==> src/rict_ram.sv <==
module rict_ram #(
    parameter int WIDTH = 18,
    parameter int DEPTH = 256
) (
    input  logic                     clk,
    input  logic                     we,
    input  logic [$clog2(DEPTH)-1:0] waddr,
    input  logic [WIDTH-1:0]         wdata,
    input  logic                     re,
    input  logic [$clog2(DEPTH)-1:0] raddr,
    output logic [WIDTH-1:0]         rdata
);

    logic [WIDTH-1:0] mem [DEPTH];

    // Single write port, registered read port
    always_ff @(posedge clk)
    begin
        if (we)
        begin
            mem[waddr] <= wdata;
        end
        if (re)
        begin
            rdata <= mem[raddr];
        end
    end

endmodule

==> config.mk <==
export PLATFORM = sky130hd
export DESIGN_NAME = rict_ram
export DESIGN_NICKNAME = d
export VERILOG_FILES = /design/src/rict_ram.sv
export SDC_FILE = /design/constraint.sdc
export NUM_CORES = 2
export LEC_CHECK = 0
export BUFFER_PORTS_ARGS = -buffer_cell sky130_fd_sc_hd__buf_2
export CORE_ASPECT_RATIO = 1.1
export CORE_MARGIN = 2
export CORE_UTILIZATION = 59
export CTS_CLUSTER_DIAMETER = 150
export DETAILED_ROUTE_END_ITERATION = 8
export PLACE_DENSITY_LB_ADDON = 0.05
export SYNTH_ARGS = -nofsm -noshare
export SYNTH_HDL_FRONTEND = slang
export SYNTH_MEMORY_MAX_BITS = 65536
export SYNTH_SLANG_ARGS = --single-unit
==> constraint.sdc <==
create_clock -name clk -period 3.05 [get_ports clk]
set_input_delay 0.61 -clock clk [delete_from_list [all_inputs] [get_ports clk]]
set_output_delay 0.61 -clock clk [all_outputs]
set_load 0.05 [all_outputs]
==> results_dict.tcl <==
set metrics [dict create \
    final.period_utilization 0.944 \
    whs_ns 0.0681 \
    seq_area_um2 139000 \
    max_freq_mhz 347 \
    crit_type "in -> reg" \
    clock_latency_ns 0.97 \
    drv_cap 0 \
    synthMostInstantiatedCell "edfxtp_1" \
    ys.flop_type "edfxtp_1" \
    viasPerCell 6.62 \
    cts_tree "built" \
    die_h_um 581 \
    wire_per_inst_um 34.7 \
    yosysUniqueCellTypes 40 \
    leakagePower_nw 67.8 \
    period_needed_ns 2.88 \
    power_mw 132 \
    clk_pin_slew_ns 0.07 \
    grt_start_max_net_pins 109 \
    synth_top_cell_area_share 0.779 \
    dp_hpwl_mm 302 \
    finalWeightedCongestion 0.955 \
    tightest_slew_ns 1.14 \
    synthCells 8281 \
    peakVddDrop_v 0.000506 \
    grt_setup_unrepaired "false" \
    min_path_type "in -> reg" \
    via_count 91500 \
    fp-row-count 211 \
    timing.critical_path.buf_inv 7 \
    htree_levels 5 \
    antenna_found_initial 27 \
    ys_seq_area_frac 0.779 \
    area_growth_pct 16.0 \
    synth_top_cell_by_area "edfxtp_1" \
    cts_root_buf "clkbuf_16" \
    io_pins 55 \
    multi_input_area_um2 36900 \
    worstPathCellList "buf_12 > buf_12 > buf_12 > buf_12 > buf_4 > mux2i_1 > o221ai_1 > buf_4 > a21oi_1 > buf_4 > a31oi_1 > nand4_1 > nor4_2" \
    drc 0 \
    slowest_stage "a31oi_1" \
    finalMaxSlewViolations 0 \
    dr.pass1.iters 5 \
    path_delay_family "buffers and inverters" \
    cts_buffer_depth 4 \
    netlist_top_cells_count "edfxtp_1 (4,626), mux4_2 (864), mux2i_1 (792)" \
    fp.dieW_um 528 \
    drt_iter0_drc 11600 \
    drt_wl_total_mm 479 \
    layout-drive-gt1-share 0.300 \
    synth_area_um2 178000 \
    initial_core_util 0.593 \
    finClkSkew_ns 0.0358 \
    setup.worst_path.start_class "input port" \
    avgSynthCellArea_um2 21.5 \
    power-per-cell-area_nw_per_um2 637 \
    ys.warnings.count 0 \
    numCtsBuffers 444 \
    max_stage_delay_ns 0.74 \
    final_nets 9536 \
    grt.total_usage 0.313 \
    synth-seq-cells 4626 \
    critPathArrivalTime_ns 3.67 \
    portBuffers 54 \
    setup_viol 0 \
    hold_viol_final 0 \
    grt-ovfl-total 0 \
    coreArea_um2 301000 \
    yosys-top-cells-area "edfxtp_1 (78%), mux4_2 (11%), mux2i_1 (4.4%), o221ai_1 (1.6%), o22ai_1 (0.83%)" \
    cp_data_required_time_ns 3.84 \
    synth-async-reset-ratio 0 \
    status "finished clean" \
    end_kind "flop" \
    ant_nets 0 \
    post_cts_buffers 0 \
    fillCellCount 18600 \
    grt_pass1_wl_mm 677 \
    grt_pass1_vias 91000 \
    cts.sink_count 4626 \
    syn_nets 8318 \
    slew_headroom 0.238 \
    path_max_fanout 27 \
    path_common_cell "buf_12" \
    synth_edf_count 4626 \
    die-area_um2 307000 \
]
-- repair_timing --
| action | CTS | global route |
|---|---|---|
| endpoints found under the setup margin | 0 | 1 |
| gates resized for setup | 0 | 1 |
| endpoints found under the hold margin | 15 | 0 |
| hold buffers | 1 | 0 |
-- per-layer routing --
| metal | global-route usage | vias up | share of wire |
|---|---|---|---|
| li1 | - | 37700 | - |
| met1 | 0.445 | 48500 | 0.38 |
| met3 | 0.0460 | 768 | 0.086 |
| met4 | 0.131 | 4 | 0.049 |
| met5 | 0 | - | 0.000063 |
| met2 | 0.494 | 4535 | 0.48 |
-- flip-flops by register name, indices dropped and copies added (netlist names) --
name	flops
rdata	18
mem	4608
-- final cells by class --
class,count,share of cell area
inverter,4,0.000133
sequential,4626,0.671
antenna,10,0.000121
multi-input combinational,3155,0.178
clock inverter,264,0.0118
timing repair buffer,1268,0.0581
tap,3940,0.0238
clock buffer,542,0.0566
-- kinds of logic after synthesis --
family,count (synthesis),share of synthesized area
simple gates,637,0.0166
buf+inv,500,0.0172
compound gates,862,0.0340
flops,4626,0.779
mux,1656,0.154
-- placed cells by master (no fill, tap or decap), types with 27 or more instances in the layout --
cell type	instances
nor2_2	169
clkinv_1	105
nor3_1	158
nand4_1	27
clkbuf_16	455
a21oi_1	190
mux2i_1	792
buf_2	31
buf_12	194
a22oi_1	51
mux4_2	864
o22ai_1	238
edfxtp_1	4626
clkinv_2	85
bufinv_16	44
nand2_1	79
buf_4	1021
o221ai_1	317
clkbuf_1	87
nor2_1	120
-- through the flow --
| step | setup TNS [ns] | util | cells | instance area, um2 | setup WS [ns] |
|---|---|---|---|---|---|
| after global placement | -10.29 | 0.641 | 13000 | 193000 | -0.957 |
| final | 0 | 0.688 | 13800 | 207000 | 0.172 |
| after CTS | 0 | 0.688 | 13800 | 207000 | 0.0232 |
| after floorplan | 0 | - | 8281 | 178000 | 0.188 |
| after global routing | 0 | 0.688 | 13800 | 207000 | 0.239 |
| after detailed placement | -10.59 | 0.641 | 13000 | 193000 | -0.999 |
-- power breakdown --
part / leakage, nW / internal (mW) / total, mW / switching (mW)
sequential: 41.6 / 70.1 / 70.2 / 0.102
combinational: 19.3 / 2.95 / 7.67 / 4.72
clock: 6.91 / 30.9 / 54.0 / 23.1
-- path summary, 6_finish.rpt --
check | start | end | slack (ns) | depth (start not counted)
min reg2reg | mem[214][16] | rdata[16] | 1.15 | 5
max | raddr[0] | rdata[3] | 0.17 | 13
min | wdata[15] | mem[113][15] | 0.07 | 1
max reg2reg | mem[22][6] | rdata[6] | 0.34 | 6
Note: power is estimated with default switching activity, not from simulation.
