$ cat src/rict_pkg.sv
package rict_pkg;

    // Operation codes carried in the operation field
    localparam logic [2:0] OP_GET        = 3'd0;
    localparam logic [2:0] OP_DUP        = 3'd1;
    localparam logic [2:0] OP_PUT        = 3'd2;
    localparam logic [2:0] OP_LOCK       = 3'd3;
    localparam logic [2:0] OP_UNLOCK     = 3'd4;
    localparam logic [2:0] OP_UNLOCK_PUT = 3'd5;

    // Status codes returned with every result
    localparam logic [1:0] ST_OK     = 2'd0;
    localparam logic [1:0] ST_FULL   = 2'd1;
    localparam logic [1:0] ST_BUSY   = 2'd2;
    localparam logic [1:0] ST_MISUSE = 2'd3;

    // Fixed field widths of the stream payloads
    localparam int OP_W       = 3;
    localparam int INO_FIELD_W = 16;
    localparam int IDX_FIELD_W = 8;
    localparam int REF_FIELD_W = 16;
    localparam int TDATA_W    = 32;

    typedef logic [2:0] op_t;
    typedef logic [1:0] status_t;

    // Outcome of one operation, passed from the execute unit to the control
    typedef struct packed {
        status_t status;
        logic    hit;
        logic    needs_load;
        logic    free_inode;
        logic    addressed;
        logic    claim;
    } exec_flags_t;

endpackage

$ cat src/rict_exec.sv
module rict_exec #(
    parameter int REF_BITS = 16
) (
    input  rict_pkg::op_t               op,
    input  logic                        found,
    input  logic                        have_empty,
    input  logic                        in_range,
    input  logic                        links_zero,
    input  logic [REF_BITS-1:0]         refs_in,
    input  logic                        busy_in,
    input  logic                        valid_in,
    output logic [REF_BITS-1:0]         refs_out,
    output logic                        busy_out,
    output logic                        valid_out,
    output logic [rict_pkg::REF_FIELD_W-1:0] ref_after,
    output rict_pkg::exec_flags_t       flags
);

    import rict_pkg::*;

    localparam logic [REF_BITS-1:0] REF_MAX = '1;
    localparam logic [REF_BITS-1:0] REF_ONE = REF_BITS'(1);

    logic                           refs_zero;
    logic                           refs_full;
    logic                           last_ref;
    logic [REF_BITS+REF_FIELD_W-1:0] refs_wide;

    assign refs_zero = (refs_in == '0);
    assign refs_full = (refs_in == REF_MAX);
    assign last_ref  = (refs_in == REF_ONE) && valid_in && links_zero;

    // Decide the new slot state and the outcome of the operation
    always_comb
    begin
        refs_out  = refs_in;
        busy_out  = busy_in;
        valid_out = valid_in;
        flags     = '0;
        flags.status = ST_OK;
        if (op == OP_GET)
        begin
            if (found)
            begin
                flags.hit       = 1'b1;
                flags.addressed = 1'b1;
                if (refs_full)
                begin
                    flags.status = ST_MISUSE;
                end
                else
                begin
                    refs_out = refs_in + REF_ONE;
                end
            end
            else if (have_empty)
            begin
                flags.addressed = 1'b1;
                flags.claim     = 1'b1;
                refs_out  = REF_ONE;
                busy_out  = 1'b0;
                valid_out = 1'b0;
            end
            else
            begin
                flags.status = ST_FULL;
            end
        end
        else if (!in_range || (op > OP_UNLOCK_PUT))
        begin
            flags.status    = ST_MISUSE;
            flags.addressed = in_range;
        end
        else
        begin
            flags.addressed = 1'b1;
            unique case (op)
                OP_DUP:
                begin
                    if (refs_zero || refs_full)
                    begin
                        flags.status = ST_MISUSE;
                    end
                    else
                    begin
                        refs_out = refs_in + REF_ONE;
                    end
                end
                OP_PUT:
                begin
                    if (refs_zero || (last_ref && busy_in))
                    begin
                        flags.status = ST_MISUSE;
                    end
                    else
                    begin
                        if (last_ref)
                        begin
                            busy_out         = 1'b1;
                            flags.free_inode = 1'b1;
                        end
                        refs_out = refs_in - REF_ONE;
                    end
                end
                OP_LOCK:
                begin
                    if (refs_zero)
                    begin
                        flags.status = ST_MISUSE;
                    end
                    else if (busy_in)
                    begin
                        flags.status = ST_BUSY;
                    end
                    else
                    begin
                        busy_out = 1'b1;
                        if (!valid_in)
                        begin
                            flags.needs_load = 1'b1;
                            valid_out        = 1'b1;
                        end
                    end
                end
                OP_UNLOCK:
                begin
                    if (refs_zero || !busy_in)
                    begin
                        flags.status = ST_MISUSE;
                    end
                    else
                    begin
                        busy_out = 1'b0;
                    end
                end
                OP_UNLOCK_PUT:
                begin
                    // Unlock clears busy, so the put that follows cannot be refused
                    if (refs_zero || !busy_in)
                    begin
                        flags.status = ST_MISUSE;
                    end
                    else
                    begin
                        busy_out = 1'b0;
                        if (last_ref)
                        begin
                            busy_out         = 1'b1;
                            flags.free_inode = 1'b1;
                        end
                        refs_out = refs_in - REF_ONE;
                    end
                end
                default:
                begin
                    flags.status = ST_MISUSE;
                end
            endcase
        end
    end

    // Report the count after the operation, low bits only
    assign refs_wide = {{REF_FIELD_W{1'b0}}, refs_out};
    assign ref_after = flags.addressed ? refs_wide[REF_FIELD_W-1:0] : '0;

endmodule

$ cat config.mk
export PLATFORM = sky130hd
export DESIGN_NAME = rict_exec
export DESIGN_NICKNAME = d
export VERILOG_FILES = /design/src/rict_pkg.sv /design/src/rict_exec.sv
export SDC_FILE = /design/constraint.sdc
export NUM_CORES = 1
export LEC_CHECK = 0
export BUFFER_PORTS_ARGS = -buffer_cell sky130_fd_sc_hd__buf_4
export CORE_MARGIN = 5
export CORE_UTILIZATION = 48
export DETAILED_ROUTE_END_ITERATION = 16
export GPL_ROUTABILITY_DRIVEN = 0
export GPL_TIMING_DRIVEN = 0
export PLACE_DENSITY = 0.8
export SLEW_MARGIN = 40
export SYNTH_ARGS = -nofsm -noshare
export SYNTH_HDL_FRONTEND = slang
export SYNTH_SLANG_ARGS = --single-unit
$ cat constraint.sdc
create_clock -name vclk -period 3.75
set_clock_uncertainty 0.15 [all_clocks]
set_input_delay 0.75 -clock vclk [all_inputs]
set_output_delay 0.75 -clock vclk [all_outputs]
set_load 0.02 [all_outputs]
==> results of run 1 <==
## stage by stage
stage	hold slack [ns]	cell area (µm²)	TNS, ns
2_1_floorplan	1.427	1978	-5.650
3_5_place_dp	1.642	2494	-24.01
4_1_cts	1.642	3186	-12.82
3_3_place_gp	1.630	2486	-27.13
## cells by family after synthesis
logic type,count (synthesis)
AND/OR/NAND/NOR,133
AO/OA/AOI/OAI,111
buffers and inverters,34
XOR/XNOR,10
adder cells (fa/ha/maj),4
## repair_timing
action	CTS
setup buffers	29
cloned	3
endpoints found under the setup margin	37
resized for setup	90
pin swaps	39
==> qor.yml, run 1 <==
grt_max_degree: 11
yosys.area_share.xor_xnor: 0.05047
yosys-top-cells-area: "a21oi_1, nand2_1, nor2_1, a211oi_1, xnor2_1"
num_io_pins: 66
dpl.cell_count: 398
seq_area_frac_synth: 0
synth_top_family_by_area: "compound AO/OA/AOI/OAI gates"
synthAdderAreaFrac: 0.02884
error_line: "[ERROR DPL-0038] Utilization greater than 100%, impossible to legalize"
synth_top_area_frac: 0.09517
flow.stopped_at: "5_1_grt"
syn_avg_cell_area_um2: 5.943
yosys_warnings: 0
synthCells: 292
die_w_um: 70.13
start_util: 0.5081
worst_endpoint: "refs_out[2]"
status: "stopped before the end"
dpl_worst_slack_ns: -0.8389
worst-ep-kind: "output port"
yosysTopAreaCell: "a21oi_1"
hpwl_um: 5604
synth_compound_area_frac: 0.4283
synth_mux_area_frac: 0
die_h_um: 70.13
io_buffers: 60
placementRows: 21
ys_types: 59
synth.most_common_cell: "a21oi_1"
holdBufCountCts: 0
synth_common_cells: "a21oi_1, nand2_1, nor2_1"
syn_area_mm2: 0.001735
yosys.area_share.simple: 0.4088
synth_fp_nets: 321
==> run 2, diff against run 1 <==
Settings changed: CORE_UTILIZATION 48 to 40, PLACE_DENSITY 0.8 to not set, PLACE_DENSITY_LB_ADDON set to 0.15.
Clock period 3.75 ns to 4.9 ns, I/O delays scaled along.
==> qor.yml, run 2 <==
timing.final.crit_period_ns: 4.837
status: "finished, final reports clean"
fin_nets: 383
yosys-top-cells-area: "a21oi_1, nand2_1, nor2_1, a211oi_1, xnor2_1"
grtUsageTotal: 0.2495
fin_crit_sh: 0.9871
num_io_pins: 66
die_h_um: 75.87
coreArea_mm2: 0.004294
synth_fp_nets: 321
grt_pass1_wl_um: 11440
wirelength_um: 7494
ys_types: 59
swShare: 0.6136
grt_max_degree: 11
cp.arrival_ns: 3.71
placementRows: 24
synth.most_common_cell: "a21oi_1"
cap_violations: 0
hold_viol_final: 0
whs_ns: 2.094
antenna_found_initial: 0
wl_per_cell_um: 18.55
start_kind: "primary input"
final_cell_area_mm2: 0.002365
die_w_um: 75.87
final_util: 0.5507
slew_violations: 0
dpl_worst_slack_ns: -0.09552
layout_commonest_cell: "buf_4"
seq_area_frac_synth: 0
route.detailed.drc: 0
seq_cells: 0
leakage_nw: 0.8729
dpl_cell_area_mm2: 0.002257
worst_pin_slew_ns: 0.7654
power_switching_mw: 0.1422
layout_common_cells: "buf_4, a21oi_1, nor2_1"
clkbuf_count: 0
die_area_mm2: 0.005756
power.density_mw_per_mm2: 97.99
fmax_ghz: 0.2067
hpwl_um: 5528
vias: 2705
final_layout_size_suffix_gt1_frac: 0.2756
synth_top_area_frac: 0.09517
path_class: "in2out"
yosys_warnings: 0
antenna_cells: 0
grt_pass1_vias: 2308
synthCells: 292
crit_fanout: 10
required_ns: 3.77
maxSlewHeadroom: 0.4886
synth_common_cells: "a21oi_1, nand2_1, nor2_1"
postRouteAntennaNets: 0
area_delta_synth_final_pct: 36.27
p_int_mw: 0.08953
total_power_mw: 0.2317
min-delay-path-class: "in2out"
drt_iter0_drc: 409
dr.pass1.iters: 5
clkPwrFrac: 0
p_seq_frac: 0
syn_avg_cell_area_um2: 5.943
regArea_um2: 0
grt_overflow: 0
vias_per_cell: 6.696
fin_ws_ns: 0.06321
yosysTopAreaCell: "a21oi_1"
start_util: 0.4041
end_kind: "primary output"
final-setup-viol-count: 0
postCtsSetupRepairBufs: 0
io_buffers: 60
syn_area_mm2: 0.001735
vdd_drop_max_uv: 49.34
power_frac_comb: 1.000
holdBufCountCts: 0
-- run 2: area by class of cell --
cell class | count | area (µm²)
multi-input cells | 258 | 1689
well taps | 52 | 65.06
repair buffers | 60 | 450.4
fillers | 469 | 1929
plain buffers | 24 | 122.6
inverters | 10 | 37.54
-- run 2: worst paths after layout --
path	start	to	slack, ns	depth (start not counted)
max	refs_in[11]	ref_after[2]	0.06	10
min	valid_in	flags[3]	2.09	3
-- run 2: logic make-up after synthesis --
kind of cell               synth area share
and+or+nand+nor                      0.4088
AOI/OAI and AO/OA                    0.4283
buffers and inverters               0.08363
xor gates and xnor gates            0.05047
adders and majority gates           0.02884
-- run 2: layer usage --
metal	wire, µm	track usage	vias to the layer above
met2	3417	0.3840	194
met4	144	0.06408	0
met5	0	0	-
met3	788	0.02375	21
li1	-	-	1266
met1	3145	0.3675	1224
-- run 2: power groups by stage --
stage | clock network (mW) | registers [mW] | logic (mW)
final | 0 | 0 | 0.232
after global routing | 0 | 0 | 0.249
after CTS | 0 | 0 | 0.221
after detailed placement | 0 | 0 | 0.219
after global placement | 0 | 0 | 0.218
after floorplan | 0 | 0 | 0.131
-- run 2: critical path: stages --
cell and delay (ns):
buf_4 0.14, or4_4 0.57, or3_1 0.31, buf_2 0.18, or4b_4 0.57, a31oi_4 0.23, buf_8 0.18, o41ai_1 0.12
a31oi_1 0.23, buf_4 0.18
-- run 2: through the flow --
step           std cells   TNS (ns)
2_1_floorplan        292          0
5_1_grt              404  -0.005992
6_report             404          0
3_5_place_dp         404    -0.2628
4_1_cts              404   -0.01561
3_3_place_gp         404    -0.2603
-- run 2: what timing repair did --
item,in CTS,in global routing
pin swaps,0,4
setup endpoints to repair,12,29
gates resized for setup,3,21
Note: power is estimated with default switching activity, not from simulation.
